File: config.mk
export PLATFORM = sky130hd
export DESIGN_NAME = imf_sort
export DESIGN_NICKNAME = d
export VERILOG_FILES = /design/src/rtl/imf_pkg.sv /design/src/rtl/imf_sort.sv
export VERILOG_INCLUDE_DIRS = /design/src /design/src/rtl
export SDC_FILE = /design/constraint.sdc
export NUM_CORES = 2
export LEC_CHECK = 0
export BUFFER_PORTS_ARGS = -buffer_cell sky130_fd_sc_hd__buf_2
export CAP_MARGIN = 10
export CORE_ASPECT_RATIO = 0.6
export CORE_MARGIN = 2
export CORE_UTILIZATION = 40
export DETAILED_ROUTE_END_ITERATION = 12
export PLACE_DENSITY = 0.57
export SETUP_SLACK_MARGIN = 0.2
export SLEW_MARGIN = 15
export SYNTH_ARGS = -nofsm -noshare
export SYNTH_HDL_FRONTEND = slang
export SYNTH_SLANG_ARGS = --single-unit
File: constraint.sdc
create_clock -name i_clk -period 11.75 [get_ports i_clk]
set_input_delay 2.35 -clock i_clk [delete_from_list [all_inputs] [get_ports i_clk]]
set_output_delay 2.35 -clock i_clk [all_outputs]
set_load 0.1 [all_outputs]
File: src/rtl/assert_macros.svh
// ----------------------------------------------------------------------------
// Assertion macros
// Shared concurrent assertion forms for the median filter RTL.
// ----------------------------------------------------------------------------
`ifndef ASSERT_MACROS_SVH
`define ASSERT_MACROS_SVH

// same-cycle implication, checked outside reset
`define IMF_ASSERT_IMP(lbl, clk, rstn, ante, cons) \
    lbl: assert property (@(posedge clk) disable iff (!rstn) (ante) |-> (cons)) \
        else $error("median filter assertion failed");

// next-cycle implication, checked outside reset
`define IMF_ASSERT_NEXT(lbl, clk, rstn, ante, cons) \
    lbl: assert property (@(posedge clk) disable iff (!rstn) (ante) |=> (cons)) \
        else $error("median filter assertion failed");

`endif

File: src/rtl/imf_pkg.sv
`timescale 1ns / 1ps
// ----------------------------------------------------------------------------
// imf_pkg
// Types and fixed constants shared by the median filter modules.
// ----------------------------------------------------------------------------
package imf_pkg;

    localparam int PIX_W     = 8;   // pixel and coordinate field width
    localparam int CNT_W     = 6;   // window count width
    localparam int OFS_W     = 4;   // signed window offset, covers radius up to 7
    localparam int CRD_W     = 10;  // signed coordinate after adding an offset
    localparam int RAD_W     = 2;   // radius register width
    localparam int RAD_LIMIT = 3;   // largest radius the register can hold

    localparam logic FUNC_WRITE = 1'b0;
    localparam logic FUNC_QUERY = 1'b1;

    typedef enum logic [2:0] {
        ST_IDLE,
        ST_SCAN,
        ST_FLUSH,
        ST_SHIFT,
        ST_DONE
    } t_state;

    typedef struct packed {
        logic clear;
        logic insert;
        logic shift;
    } t_sort_ctl;

endpackage

File: src/rtl/imf_sort.sv
`timescale 1ns / 1ps
// ----------------------------------------------------------------------------
// imf_sort
// Row of compare cells holding the window pixels in ascending order.
// One pixel is inserted per cycle; shift drops the smallest entry.
// ----------------------------------------------------------------------------
`include "assert_macros.svh"

module imf_sort #(
    parameter int BUF_N = 49
) (
    input  logic                       i_clk,
    input  logic                       i_rst_n,
    input  imf_pkg::t_sort_ctl         i_ctl,
    input  logic [imf_pkg::PIX_W-1:0]  i_din,
    output logic [imf_pkg::PIX_W-1:0]  o_head
);

    logic [imf_pkg::PIX_W-1:0] r_buf [BUF_N];
    logic [imf_pkg::PIX_W-1:0] n_buf [BUF_N];
    logic [imf_pkg::CNT_W-1:0] r_fill;
    logic [imf_pkg::CNT_W-1:0] n_fill;
    logic [BUF_N-1:0]          le;

    // le marks the filled prefix of entries not above the new pixel
    always_comb begin
        for (int i = 0; i < BUF_N; i++) begin
            le[i] = (imf_pkg::CNT_W'(i) < r_fill) && (r_buf[i] <= i_din);
        end
    end

    always_comb begin
        n_buf  = r_buf;
        n_fill = r_fill;
        if (i_ctl.clear) begin
            n_fill = '0;
        end else if (i_ctl.insert) begin
            n_fill   = r_fill + imf_pkg::CNT_W'(1);
            n_buf[0] = le[0] ? r_buf[0] : i_din;
            for (int i = 1; i < BUF_N; i++) begin
                if (le[i]) begin
                    n_buf[i] = r_buf[i];
                end else if (le[i-1]) begin
                    n_buf[i] = i_din;
                end else begin
                    n_buf[i] = r_buf[i-1];
                end
            end
        end else if (i_ctl.shift) begin
            for (int i = 0; i < BUF_N - 1; i++) begin
                n_buf[i] = r_buf[i+1];
            end
        end
    end

    always_ff @(posedge i_clk) begin
        if (!i_rst_n) begin
            r_fill <= '0;
        end else begin
            r_fill <= n_fill;
        end
    end

    always_ff @(posedge i_clk) begin
        r_buf <= n_buf;
    end

    assign o_head = r_buf[0];

    `IMF_ASSERT_IMP(a_sort_no_overflow, i_clk, i_rst_n, i_ctl.insert, r_fill < imf_pkg::CNT_W'(BUF_N))

endmodule

==> run metrics <==
status finished clean; Cell Area, Synth 33,090 um^2; number of DRC markers in iteration 0 4,658; R2R depth 4; CTS Root Cell clkbuf_16; HP Class reg2reg; GP Congestion 0.8853; Avg WL per Cell 27.25 um; Area Growth Syn to Fin 6.578%; largest area contributor in the netlist edfxtp_1; fmax 0.1626 GHz; Min Clock Period, post-route 6.152 ns; clk_skew 0.02036 ns; worst-path maximum fanout 33; CTS tree done; final core utilization 0.4318; CTS buffer count 42; Mapped Cells 3,576; min-delay src r_fill[0]; ys flop type edfxtp_1; worst path required time 11.98 ns; LEAKAGE 12.06 nW; maxcap violations 0; number of global-route vias before repair 26,950; PortBufs 20; PD cells 118.1 nW/um^2; DIE HEIGHT 226.8 um; GRT Util Overall 0.2829; clock sink count 398; Hold Path Depth 2; # nets final 3,815; Slew headroom 0.1165; top area cells in the synthesized netlist edfxtp_1, ha_1, nand4_1, a21oi_1, nor2b_1; num rows 81; synth warn 0; Max IR drop VDD 0.1119 mV; first drt pass iteration count 6; setup_tns 0 ns; Slew Viols, Final 0; fillers 7,906; grt ovf 0; Fin. Hold Viols 0; initial antenna violation count 2; Setup CP Type in2reg; count leader, synth ha_1; Post-Syn Nets 3,984; antenna-violating nets left 0; average size of a mapped cell 9.255 um^2; sequential element share of the synthesized area 0.3593; CP arrival 6.38 ns; CTS resizes 0; drt total wl 123.1 mm; HPWL Detailed 82.29 mm; worst slew pin tran 1.325 ns; R2R Path End r_buf[151]; fraction of layout cells with a size suffix above 1 0.05610; Critical Path End Type flop; die area 85,130 um^2; Synth async-reset ratio 0; EDFF count, synth 392; DIE WIDTH 375.3 um; Reg-to-Reg Start r_fill[1]; Hold Crit Endpoint r_fill[0]; RSZ-0062 raised after global routing no; Yosys reg bits 398; Area after DPL 33,770 um^2; post-synth cell types 69; DR vias 30,330; # hold bufs at CTS 0; Critical Path Start Type primary input; IO Pins 21; setup bufs post-CTS 0; DR vias/cell 6.713; Synth top area share 0.3557; first-pass GRT wire length 181.7 mm; Initial Utilization 0.4051; r2r setup slk 7.44 ns; Setup-failing EPs final 0; placed insts 4,442; clk_lat worst skew 0.61 ns; largest net degree at the start of global routing 226; Worst-path clk slew 0.07 ns; Antenna diodes 0; Post-Layout Cell Count 4,519; H-tree Lvls 2; Longest Clk Path Bufs 3; Design Area, Final 35,270 um^2; core box area 81,690 um^2; Tot Pwr 4.167 mW; Synth top cells by count ha_1, edfxtp_1, nor2_1; DRC errors left 0; final worst path period share 0.5235
-- stage by stage --
step           hold slack [ns]  setup WS, ns
2_1_floorplan           0.5519         6.317
3_3_place_gp            0.5913         5.237
3_5_place_dp            0.5995         5.210
4_1_cts                 0.6121         5.834
5_1_grt                 0.6361         5.556
6_report                0.6054         5.598
-- layout by cell type (no fill, tap or decap), types with 16 or more instances in the layout --
cell       instances
o31ai_1          184
o21ai_1           26
a211oi_1          29
clkbuf_16         45
a211o_1           28
o21ai_0           77
buf_2             18
a21oi_1          341
a21o_1            22
nand2_1           67
ha_1             395
o21a_1            16
nand3_1          135
o2111ai_1         56
clkinv_2          16
a31oi_1          219
nor2b_1          233
nor2_1           387
buf_4             34
o211ai_1          51
edfxtp_1         392
mux2i_1          113
nand4_1          285
a41oi_1           22
nand2b_1          24
inv_1             55
-- power by group --
| group | internal (mW) | total, mW | switching, mW |
|---|---|---|---|
| combinational | 0.273 | 0.834 | 0.561 |
| sequential | 1.69 | 1.82 | 0.127 |
| clock | 0.872 | 1.51 | 0.642 |
-- layout make-up --
class                   count  area [um^2]  share of cell area
clock buffers              51         1149             0.03256
multi-input cells        2848        19910              0.5644
inverters                  62        241.5            0.006846
repair buffers             55        400.4             0.01135
clock inverters            26        330.3            0.009365
well taps                1079         1350             0.03828
flip-flops and latches    398        11890              0.3372
-- per-layer routing --
metal,global-route usage,wire (um),share of wire,vias up
li1,-,-,-,13750
met3,0.07790,16950,0.14,140
met2,0.3488,43460,0.35,1822
met5,0.002859,0,0,-
met1,0.4696,60870,0.49,14630
met4,0.04664,1830,0.015,0
-- worst max path at each step --
| stage | startpoint | end | slack, ns | cells after the start |
|---|---|---|---|---|
| floorplan | i_din[7] | r_buf[320] | 6.32 | 8 |
| finish | i_din[3] | r_buf[339] | 5.60 | 9 |
| global route | i_din[4] | r_buf[339] | 5.56 | 9 |
| detailed placement | i_din[4] | r_buf[339] | 5.21 | 9 |
| global placement | i_din[4] | r_buf[340] | 5.24 | 9 |
| CTS | i_din[4] | r_buf[339] | 5.83 | 9 |
-- cells by family (layout without fill, tap and decap cells) --
logic type               after synthesis  count (layout)  share of synthesized area
AO/OA/AOI/OAI                       1113            1113                     0.2167
AND/OR/NAND/NOR                     1208            1208                     0.1929
flip-flops                           398             398                     0.3593
buffers and inverters                330             194                    0.04144
multiplexers                         128             128                    0.03928
adder cells (fa/ha/maj)              395             395                     0.1493
XOR/XNOR                               4               4                   0.001059
-- critical path: stages --
cell,delay (ns)
buf_2,0.07
buf_4,0.53
clkinv_2,0.61
buf_4,0.55
ha_1,0.45
o211ai_1,0.13
a21oi_1,0.57
o21ai_0,0.19
a21oi_1,0.85
-- flip-flops by register name, indices dropped and copies added, names as in the netlist --
signal	flops
r_fill	6
o_head	8
r_buf	384
(Power assumes the default switching activity.)
