## src/rtl/assert_macros.svh

```systemverilog
// ----------------------------------------------------------------------------
// Assertion macros
// Shared concurrent assertion forms for the median filter RTL.
// ----------------------------------------------------------------------------
`ifndef ASSERT_MACROS_SVH
`define ASSERT_MACROS_SVH

// same-cycle implication, checked outside reset
`define IMF_ASSERT_IMP(lbl, clk, rstn, ante, cons) \
    lbl: assert property (@(posedge clk) disable iff (!rstn) (ante) |-> (cons)) \
        else $error("median filter assertion failed");

// next-cycle implication, checked outside reset
`define IMF_ASSERT_NEXT(lbl, clk, rstn, ante, cons) \
    lbl: assert property (@(posedge clk) disable iff (!rstn) (ante) |=> (cons)) \
        else $error("median filter assertion failed");

`endif

```

## src/rtl/imf_pkg.sv

```systemverilog
`timescale 1ns / 1ps
// ----------------------------------------------------------------------------
// imf_pkg
// Types and fixed constants shared by the median filter modules.
// ----------------------------------------------------------------------------
package imf_pkg;

    localparam int PIX_W     = 8;   // pixel and coordinate field width
    localparam int CNT_W     = 6;   // window count width
    localparam int OFS_W     = 4;   // signed window offset, covers radius up to 7
    localparam int CRD_W     = 10;  // signed coordinate after adding an offset
    localparam int RAD_W     = 2;   // radius register width
    localparam int RAD_LIMIT = 3;   // largest radius the register can hold

    localparam logic FUNC_WRITE = 1'b0;
    localparam logic FUNC_QUERY = 1'b1;

    typedef enum logic [2:0] {
        ST_IDLE,
        ST_SCAN,
        ST_FLUSH,
        ST_SHIFT,
        ST_DONE
    } t_state;

    typedef struct packed {
        logic clear;
        logic insert;
        logic shift;
    } t_sort_ctl;

endpackage

```

## src/rtl/imf_seq.sv

```systemverilog
`timescale 1ns / 1ps
// ----------------------------------------------------------------------------
// imf_seq
// Query sequencer: walks the window, issues pixel reads, drives the sort
// cells, selects the median rank and holds the result register.
// ----------------------------------------------------------------------------
`include "assert_macros.svh"

module imf_seq #(
    parameter int IMAGE_WIDTH  = 256,
    parameter int IMAGE_HEIGHT = 256,
    parameter int MAX_RADIUS   = 3,
    parameter int ADDR_W       = 16,
    parameter int BUF_N        = 49
) (
    input  logic                       i_clk,
    input  logic                       i_rst_n,
    input  logic                       i_start,
    input  logic [imf_pkg::PIX_W-1:0]  i_col,
    input  logic [imf_pkg::PIX_W-1:0]  i_row,
    input  logic [imf_pkg::RAD_W-1:0]  i_radius,
    output logic                       o_busy,
    output logic                       o_rd_en,
    output logic [ADDR_W-1:0]          o_rd_addr,
    output imf_pkg::t_sort_ctl         o_sort_ctl,
    input  logic [imf_pkg::PIX_W-1:0]  i_sort_head,
    output logic                       o_out_valid,
    input  logic                       i_out_stall,
    output logic [imf_pkg::PIX_W-1:0]  o_median,
    output logic [imf_pkg::CNT_W-1:0]  o_window_count
);

    localparam int OW = imf_pkg::OFS_W;
    localparam int CW = imf_pkg::CRD_W;
    localparam int NW = imf_pkg::CNT_W;

    imf_pkg::t_state r_state, n_state;

    logic [imf_pkg::PIX_W-1:0] r_col, r_row;
    logic signed [OW-1:0]      r_rad, r_dx, r_dy;
    logic signed [OW-1:0]      n_rad, n_dx, n_dy;
    logic [NW-1:0]             r_cnt, n_cnt;
    logic [NW-1:0]             r_left, n_left;
    logic                      r_rd_vld, n_rd_vld;
    logic                      r_out_vld, n_out_vld;
    logic [imf_pkg::PIX_W-1:0] r_median, n_median;
    logic [NW-1:0]             r_wcnt, n_wcnt;

    logic [CW-1:0]             px, py;
    logic                      in_img;
    logic                      out_free;
    logic                      shift_dec;
    logic [OW-1:0]             rad_eff;

    // clamp the configured radius to the built window size
    assign rad_eff = ({{(OW-imf_pkg::RAD_W){1'b0}}, i_radius} > OW'(MAX_RADIUS))
                   ? OW'(MAX_RADIUS) : {{(OW-imf_pkg::RAD_W){1'b0}}, i_radius};

    assign px = {{(CW-imf_pkg::PIX_W){1'b0}}, r_col} + {{(CW-OW){r_dx[OW-1]}}, r_dx};
    assign py = {{(CW-imf_pkg::PIX_W){1'b0}}, r_row} + {{(CW-OW){r_dy[OW-1]}}, r_dy};

    assign in_img = !px[CW-1] && !py[CW-1]
                  && (32'(px[CW-2:0]) < 32'(IMAGE_WIDTH))
                  && (32'(py[CW-2:0]) < 32'(IMAGE_HEIGHT));

    assign o_rd_addr = ADDR_W'(32'(py[CW-2:0]) * 32'(IMAGE_WIDTH) + 32'(px[CW-2:0]));
    assign out_free  = !r_out_vld || !i_out_stall;
    assign shift_dec = (r_state == imf_pkg::ST_SHIFT) && (r_left != '0);

    always_comb begin
        n_state    = r_state;
        n_rad      = r_rad;
        n_dx       = r_dx;
        n_dy       = r_dy;
        n_cnt      = r_cnt;
        n_left     = r_left;
        n_rd_vld   = 1'b0;
        n_out_vld  = r_out_vld && i_out_stall;
        n_median   = r_median;
        n_wcnt     = r_wcnt;
        o_rd_en    = 1'b0;
        o_sort_ctl = '{clear: 1'b0, insert: r_rd_vld, shift: 1'b0};

        unique case (r_state)
            imf_pkg::ST_IDLE: begin
                if (i_start) begin
                    o_sort_ctl.clear = 1'b1;
                    n_rad   = rad_eff;
                    n_dx    = -rad_eff;
                    n_dy    = -rad_eff;
                    n_cnt   = '0;
                    n_state = imf_pkg::ST_SCAN;
                end
            end
            imf_pkg::ST_SCAN: begin
                o_rd_en  = in_img;
                n_rd_vld = in_img;
                n_cnt    = r_cnt + NW'(in_img);
                if (r_dx == r_rad) begin
                    n_dx = -r_rad;
                    n_dy = r_dy + OW'(1);
                    if (r_dy == r_rad) begin
                        n_state = imf_pkg::ST_FLUSH;
                    end
                end else begin
                    n_dx = r_dx + OW'(1);
                end
            end
            imf_pkg::ST_FLUSH: begin
                // last read lands in the sort cells this cycle
                n_left  = r_cnt >> 1;
                n_state = imf_pkg::ST_SHIFT;
            end
            imf_pkg::ST_SHIFT: begin
                if (r_left == '0) begin
                    n_state = imf_pkg::ST_DONE;
                end else begin
                    o_sort_ctl.shift = 1'b1;
                    n_left = r_left - NW'(1);
                end
            end
            imf_pkg::ST_DONE: begin
                if (out_free) begin
                    n_out_vld = 1'b1;
                    n_median  = (r_cnt == '0) ? '0 : i_sort_head;
                    n_wcnt    = r_cnt;
                    n_state   = imf_pkg::ST_IDLE;
                end
            end
            default: begin
                n_state = imf_pkg::ST_IDLE;
            end
        endcase
    end

    always_ff @(posedge i_clk) begin
        if (!i_rst_n) begin
            r_state <= imf_pkg::ST_IDLE;
        end else begin
            r_state <= n_state;
        end
    end

    always_ff @(posedge i_clk) begin
        if (!i_rst_n) begin
            r_rd_vld  <= 1'b0;
            r_out_vld <= 1'b0;
            r_cnt     <= '0;
            r_left    <= '0;
            r_rad     <= '0;
            r_dx      <= '0;
            r_dy      <= '0;
        end else begin
            r_rd_vld  <= n_rd_vld;
            r_out_vld <= n_out_vld;
            r_cnt     <= n_cnt;
            r_left    <= n_left;
            r_rad     <= n_rad;
            r_dx      <= n_dx;
            r_dy      <= n_dy;
        end
    end

    always_ff @(posedge i_clk) begin
        if (i_start) begin
            r_col <= i_col;
            r_row <= i_row;
        end
        r_median <= n_median;
        r_wcnt   <= n_wcnt;
    end

    assign o_busy         = (r_state != imf_pkg::ST_IDLE);
    assign o_out_valid    = r_out_vld;
    assign o_median       = r_median;
    assign o_window_count = r_wcnt;

    `IMF_ASSERT_IMP(a_seq_cnt_max, i_clk, i_rst_n, 1'b1, r_cnt <= NW'(BUF_N))
    `IMF_ASSERT_IMP(a_seq_start_idle, i_clk, i_rst_n, i_start, r_state == imf_pkg::ST_IDLE)
    `IMF_ASSERT_NEXT(a_seq_left_dec, i_clk, i_rst_n, shift_dec, r_left == $past(r_left) - NW'(1))

endmodule

```

## config.mk

```make
export PLATFORM = sky130hd
export DESIGN_NAME = imf_seq
export DESIGN_NICKNAME = d
export VERILOG_FILES = /design/src/rtl/imf_pkg.sv /design/src/rtl/imf_seq.sv
export VERILOG_INCLUDE_DIRS = /design/src /design/src/rtl
export SDC_FILE = /design/constraint.sdc
export NUM_CORES = 1
export LEC_CHECK = 0
export BUFFER_PORTS_ARGS = -buffer_cell sky130_fd_sc_hd__buf_2
export CAP_MARGIN = 15
export CORE_MARGIN = 5
export CORE_UTILIZATION = 40
export CTS_CLUSTER_SIZE = 12
export DETAILED_ROUTE_END_ITERATION = 7
export GPL_TIMING_DRIVEN = 1
export PLACE_DENSITY_LB_ADDON = 0.12
export SLEW_MARGIN = 30
export SYNTH_ARGS = -nofsm -noshare
export SYNTH_HDL_FRONTEND = slang
export SYNTH_SLANG_ARGS = --single-unit
```

## constraint.sdc

```tcl
create_clock -name i_clk -period 3.1 [get_ports i_clk]
set_clock_uncertainty 0.2 [all_clocks]
set_input_delay 0.775 -clock i_clk [delete_from_list [all_inputs] [get_ports i_clk]]
set_output_delay 0.775 -clock i_clk [all_outputs]
set_load 0.005 [all_outputs]
```

==> summary.md, run 1 <==
| Metric | Value |
|---|---|
| Congestion Overflow GR | 0 |
| Post-synth top area share | 26.9% |
| Max cap viols | 0 |
| Critical path's most frequent cell | ha_2 |
| Flop pwr share | 25.1% |
| Failing checks | negative setup slack |
| Vias/cell | 5.13 |
| Number of synthesized flops with an enable pin | 30 |
| CP max stage cell | fa_2 |
| Gate Count Post-Synth | 343 |
| Lkg Pwr | 1.93 nW |
| Setup ws final | -458 ps |
| Final Cycle Share | 115% |
| Gpl congestion | 0.851 |
| Final Hold Viols | 0 |
| Required @ worst endpoint | 2120 ps |
| Sw Pwr | 1.64 mW |
| Die Y | 102 um |
| Slew at the pin with the worst max-slew slack | 830 ps |
| Fmax | 281 MHz |
| Port Buf Inserts | 65 |
| Clock network fraction of design power | 16.4% |
| Status | complete, but fails checks |
| Worst path bufs/invs | 2 |
| Pin count of the biggest net entering global routing | 23 |
| Count of pins over their slew limit | 0 |
| Core Util, Final | 56.7% |
| Rows | 33 |
| Most frequent cells in the layout | buf_2, buf_4, a21oi_1 |
| Cell-internal power | 2.47 mW |
| Filler instances | 730 |
| Area Growth Syn to Fin | 38.3% |
| Clock buffer depth | 2 |
| Final setup viols | 10 |
| Sw Ratio | 39.9% |
| GRT Overall Usage | 16.1% |
| Finished Cell Area | 0.00464 mm2 |
| CP top delay family | adder cells |
| WL/cell | 14.4 um |
| Initial antenna violation count | 0 |
| Logic pwr share | 58.5% |
| Max_slew headroom | 44.6% |
| Top cells by area, synth | edfxtp_1, dfxtp_1, ha_1 |
| RSZ-0062 raised after global routing | true |
| Final ANT Viol Nets | 0 |
| Ports | 66 |
| Vias in the first global route | 2,790 |
| Synth Register Bits | 57 |
| Commonest non-fill, non-tap cell in the layout | buf_2 |
| Peak supply drop | 555 uV |
| Post-synthesis average cell area | 9.77 um2 |
| Hold Path Class | flop to flop |
| First-pass GRT wire length | 13,000 um |
| Total Wirelength | 8170 um |
| Critical path launch point type | flop |
| Area of the mapped netlist | 0.00335 mm2 |
| Core ar. | 0.00818 mm2 |
| Worst setup EP type | primary output |
| Placed cell areas | 0.00402 mm2 |
| DRT Pass-1 Iters | 4 |
| Vias | 2,905 |
| Initial DRC Count | 103 |
| Post-Syn Nets | 402 |
| CTS H-tree lvls | 3 |
| Clk pin slew, worst setup/hold paths | 70 ps |
| Layout cells sized above 1 | 40.3% |
| CTS buffer count | 9 |
| Syn. warnings | 0 |
| CP max stage delay | 380 ps |
| CTS tree | yes |
| Crit Path Class | flop to primary output |
| CP Cell Sequence | ha_2 -> fa_2 -> nand3_4 -> a211oi_4 -> nor2_2 -> xnor2_1 -> ha_2 -> ha_2 -> and3_4 -> buf_4 -> xor2_1 -> buf_2 |
| Clock latency on the worst-skew pair | 330 ps |
| Asr flop ratio synth | 0% |
| Clk sink count | 57 |
| CTS root buf | clkbuf_8 |
| Die X | 102 um |
| DRC violation count after routing | 0 |
| ANT cells | 0 |
| Register area share after synthesis | 43.0% |
| Arrival time worst endpoint | 2580 ps |
| Minimum clock period | 3560 ps |
| NumNets Final | 515 |
| Post-DP HPWL | 5610 um |
| Yosys top cell by area | edfxtp_1 |
| Post-synthesis cell type count | 61 |
| Starting Density | 41.0% |
| Critical Path Fanout Max | 2 |
| Synth Flop Type | edfxtp_1 |
| PwrDens | 889 mW/mm2 |
| Die ar. | 0.0103 mm2 |
[sequential cells by signal, summed over array words and instances, names as in the netlist, 4 cells and up]
signal	cells
r_dy	4
r_row	8
r_dx	4
r_col	8
o_median	8
r_cnt	6
o_window_count	6
r_left	6
[worst min-delay path, delay by kind of cell, from the launching register on]
kind,cells,cell delay (ps)
AO/OA/AOI/OAI,2,130
flip-flops,1,310
[cell families after synthesis]
family / Yosys count / synth area share, %
AOI/OAI and AO/OA: 91 / 16.9
xor gates and xnor gates: 21 / 5.49
adders and majority gates: 29 / 11.3
buffers and inverters: 24 / 3.28
DFF: 57 / 43.0
muxes: 3 / 0.933
and+or+nand+nor: 118 / 19.1
[worst paths after layout]
path	from	end	slack (ps)	depth (start not counted)
min	r_left[4]$_SDFFE_PN0P_	r_left[4]$_SDFFE_PN0P_	290	2
min reg2reg	r_left[4]$_SDFFE_PN0P_	r_left[4]$_SDFFE_PN0P_	290	2
max reg2reg	r_col[0]$_DFFE_PP_	r_cnt[4]$_SDFFE_PN0P_	-130	16
max	r_col[0]$_DFFE_PP_	o_rd_addr[12]	-460	12
[stage by stage]
stage	TNS (ps)	worst slack [ps]	std cells	hold slack, ps	power (mW)
4_1_cts	-3900	-550	563	284	3.95
2_1_floorplan	0	4.15	343	249	2.35
3_3_place_gp	-425	-151	536	264	3.01
3_5_place_dp	-616	-194	536	273	3.05
6_report	-2810	-458	566	286	4.12
5_1_grt	-4550	-621	566	311	4.45
[layer usage]
layer / share of wire, % / wire length (um) / global-route usage, %
met1: 45 / 3710 / 20.4
met2: 48 / 3910 / 26.6
met3: 5.2 / 422 / 4.75
met4: 1.6 / 130 / 5.11
met5: 0 / 0 / 0
[power by group through the flow]
| stage | clock network [mW] | logic [mW] | registers [mW] |
|---|---|---|---|
| final | 0.677 | 2.41 | 1.03 |
| after global routing | 0.738 | 2.66 | 1.05 |
| after CTS | 0.705 | 2.23 | 1.02 |
| after detailed placement | 0 | 2.02 | 1.03 |
| after global placement | 0 | 1.99 | 1.03 |
| after floorplan | 0 | 1.32 | 1.03 |
[layout make-up]
cell class	count	area (um2)	share of cell area, %
clock buffer	10	128	2.75
timing repair buffer	109	687	14.8
multi-input combinational	262	2120	45.7
clock inverter	6	58.8	1.27
inverter	17	66.3	1.43
tap	105	131	2.83
sequential	57	1450	31.2
[cells in the mapped netlist (2+ instances only)]
cell type	instances
and3_1	3
ha_1	27
a22oi_1	4
nand2_1	29
o211a_1	3
fa_1	2
nor3b_1	2
nand4_1	3
buf_4	2
nand2b_4	2
edfxtp_1	30
nor2_2	2
buf_2	2
a21o_1	4
mux2i_1	2
inv_1	16
xor2_1	11
nand3_1	14
a21oi_1	37
clkbuf_1	2
nor4_1	4
dfxtp_1	27
a211oi_1	5
nor2b_1	3
and2_1	10
nor2_1	27
o21bai_1	3
nor3_1	6
o21ai_0	20
xnor2_1	10
[timing repair]
action / in CTS / in global routing
pin swaps: 15 / 18
resized for setup: 24 / 40
hold buffers: 0 / 0
endpoints found under the setup margin: 10 / 16
buffers inserted: 11 / 7
(Power assumes the default switching activity.)
==> run 2, diff against run 1 <==
RECOVER_POWER = 100   (was unset)
SKIP_LAST_GASP = 1   (was unset)
==> summary.md, run 2 (same netlist as run 1, synthesis figures left out) <==
| Metric | Value |
|---|---|
| Status | complete, but fails checks |
| Failing checks | negative setup slack |
| Clock buffer depth | 2 |
| Die Y | 102 um |
| Final ANT Viol Nets | 0 |
| Clock network fraction of design power | 17.0% |
| Dpl cells | 536 |
| Footprint of the multi-input gates | 0.00199 mm2 |
| Crit path launch | r_col[0]$_DFFE_PP_ |
| Rows | 33 |
| CTS H-tree lvls | 3 |
| Vias in the first global route | 2,776 |
| Minimum clock period | 3590 ps |
| CP endpoint | o_rd_addr[12] |
| CP top delay family | adder cells |
| Clk sink count | 57 |
| Final setup viols | 13 |
| CTS buffer count | 9 |
| Lkg Pwr | 1.85 nW |
| Final Hold Viols | 0 |
| NumNets Final | 514 |
| Starting Density | 41.0% |
| Hold Path Class | flop to flop |
| Top Layer Used | met4 |
| Vias | 2,867 |
| Initial antenna violation count | 0 |
| WL/cell | 14.2 um |
| Worst path bufs/invs | 2 |
| Critical path launch point type | flop |
| Met1 WL | 3680 um |
| ANT cells | 0 |
| Max cap viols | 0 |
| Max_slew headroom | 22.9% |
| Sw Ratio | 39.7% |
| PwrDens | 897 mW/mm2 |
| Vias/cell | 5.07 |
| GRT Overall Usage | 16.1% |
| Ports | 66 |
| Commonest non-fill, non-tap cell in the layout | buf_2 |
| Most frequent cells in the layout | buf_2, buf_4, a21oi_1 |
| Met2 WL post-DR | 3810 um |
| CP max stage delay | 390 ps |
| Fmax | 279 MHz |
| Peak supply drop | 516 uV |
| Logic pwr share | 57.6% |
| Slew at the pin with the worst max-slew slack | 1160 ps |
| Layout cells sized above 1 | 32.8% |
| Sw Pwr | 1.59 mW |
| Worst setup EP type | primary output |
| DRT Pass-1 Iters | 4 |
| Pin count of the biggest net entering global routing | 23 |
| CP max stage cell | fa_2 |
| Arrival time worst endpoint | 2610 ps |
| Worst r2r path cells | 19 |
| Count of pins over their slew limit | 0 |
| Setup ws final | -487 ps |
| Cell-internal power | 2.41 mW |
| Filler instances | 763 |
| CP Cell Sequence | ha_2 -> fa_2 -> nand3_4 -> a211oi_4 -> nor2_2 -> xnor2_1 -> ha_2 -> ha_4 -> and3_4 -> buf_6 -> xor2_1 -> buf_2 |
| CTS root buf | clkbuf_8 |
| Clock latency on the worst-skew pair | 330 ps |
| WP depth | 12 |
| Congestion Overflow GR | 0 |
| Port Buf Inserts | 65 |
| Gpl congestion | 0.851 |
| Clk pin slew, worst setup/hold paths | 70 ps |
| Final Cycle Share | 116% |
| Initial DRC Count | 159 |
| Met3 Wirelength | 389 um |
| Cts hold-fix bufs | 0 |
| Setup TNS after final layout | -3930 ps |
| Die ar. | 0.0103 mm2 |
| Core ar. | 0.00818 mm2 |
| Total Wirelength | 8000 um |
| CTS tree | yes |
| Critical Path Fanout Max | 2 |
| RSZ-0062 raised after global routing | true |
| R2r setup slk | -380 ps |
| Crit Path Class | flop to primary output |
| Flop pwr share | 25.4% |
| Worst slack, placed | -194 ps |
| Post-DP HPWL | 5610 um |
| DRC violation count after routing | 0 |
| Area Growth Syn to Fin | 33.1% |
| Die X | 102 um |
| Final std cells w/o fill | 565 |
| Required @ worst endpoint | 2120 ps |
| RR Startpoint | r_col[7]$_DFFE_PP_ |
| First-pass GRT wire length | 13,000 um |
| Register area | 0.00145 mm2 |
| R2R Path End | r_cnt[4]$_SDFFE_PN0P_ |
| Critical path's most frequent cell | ha_2 |
## run 2: cell count changes in the layout (fill, tap and decap cells not counted), moves of 4 or more
cell / previous run / this run
and2_1: 10 / 5
ha_4: 9 / 5
buf_2: 63 / 48
clkbuf_1: 1 / 18
and2_0: 0 / 6
## run 2: layer usage
| layer | vias to the layer above | track usage (%) |
|---|---|---|
| li1 | 1472 | - |
| met1 | 1332 | 20.5 |
| met5 | - | 0 |
| met3 | 10 | 4.75 |
| met2 | 53 | 26.5 |
| met4 | 0 | 4.81 |
## run 2: repair_timing
action / 4_1_cts / 5_1_grt
hold endpoints to repair: 0 / 0
setup buffers: 11 / 2
gates resized for setup: 18 / 18
endpoints found under the setup margin: 10 / 16
pin swaps: 15 / 10
## run 2: worst min-delay path by stage
stage                            from                      to  slack (ps)  cells past startpoint
3_3_place_gp   r_left[4]$_SDFFE_PN0P_  r_left[4]$_SDFFE_PN0P_         260                      2
3_5_place_dp   r_left[4]$_SDFFE_PN0P_  r_left[4]$_SDFFE_PN0P_         270                      2
6_report       r_left[4]$_SDFFE_PN0P_  r_left[4]$_SDFFE_PN0P_         290                      2
5_1_grt        r_left[4]$_SDFFE_PN0P_  r_left[4]$_SDFFE_PN0P_         310                      2
4_1_cts        r_left[4]$_SDFFE_PN0P_  r_left[4]$_SDFFE_PN0P_         280                      2
2_1_floorplan  r_left[4]$_SDFFE_PN0P_  r_left[4]$_SDFFE_PN0P_         250                      2
## run 2: through the flow
stage | area [um2] | total power, mW | util (%) | hold WS (ps)
CTS | 4400 | 3.94 | 53.8 | 284
finish | 4460 | 4.00 | 54.6 | 290
global placement | 4020 | 3.01 | 49.2 | 264
detailed placement | 4020 | 3.05 | 49.2 | 273
floorplan | 3390 | 2.35 | - | 249
global route | 4460 | 4.33 | 54.6 | 311
## run 2: tightest hold or removal path: cells and delay by family (launching register included)
| family | cells | cell delay, ps |
|---|---|---|
| AO/OA/AOI/OAI | 2 | 130 |
| flip-flops | 1 | 310 |
## run 2: final cells by class
type / instances / share of cell area [%]
multi-input combinational: 262 / 44.5
clock inverter: 6 / 1.32
tap: 105 / 2.94
inverter: 17 / 1.49
clock buffer: 10 / 2.86
sequential: 57 / 32.4
timing repair buffer: 108 / 14.5
## run 2: power by group through the flow
stage	sequential (mW)	clock, mW	combinational, mW
2_1_floorplan	1.03	0	1.32
6_report	1.02	0.679	2.31
3_5_place_dp	1.03	0	2.02
5_1_grt	1.03	0.738	2.56
4_1_cts	1.02	0.705	2.21
3_3_place_gp	1.03	0	1.99
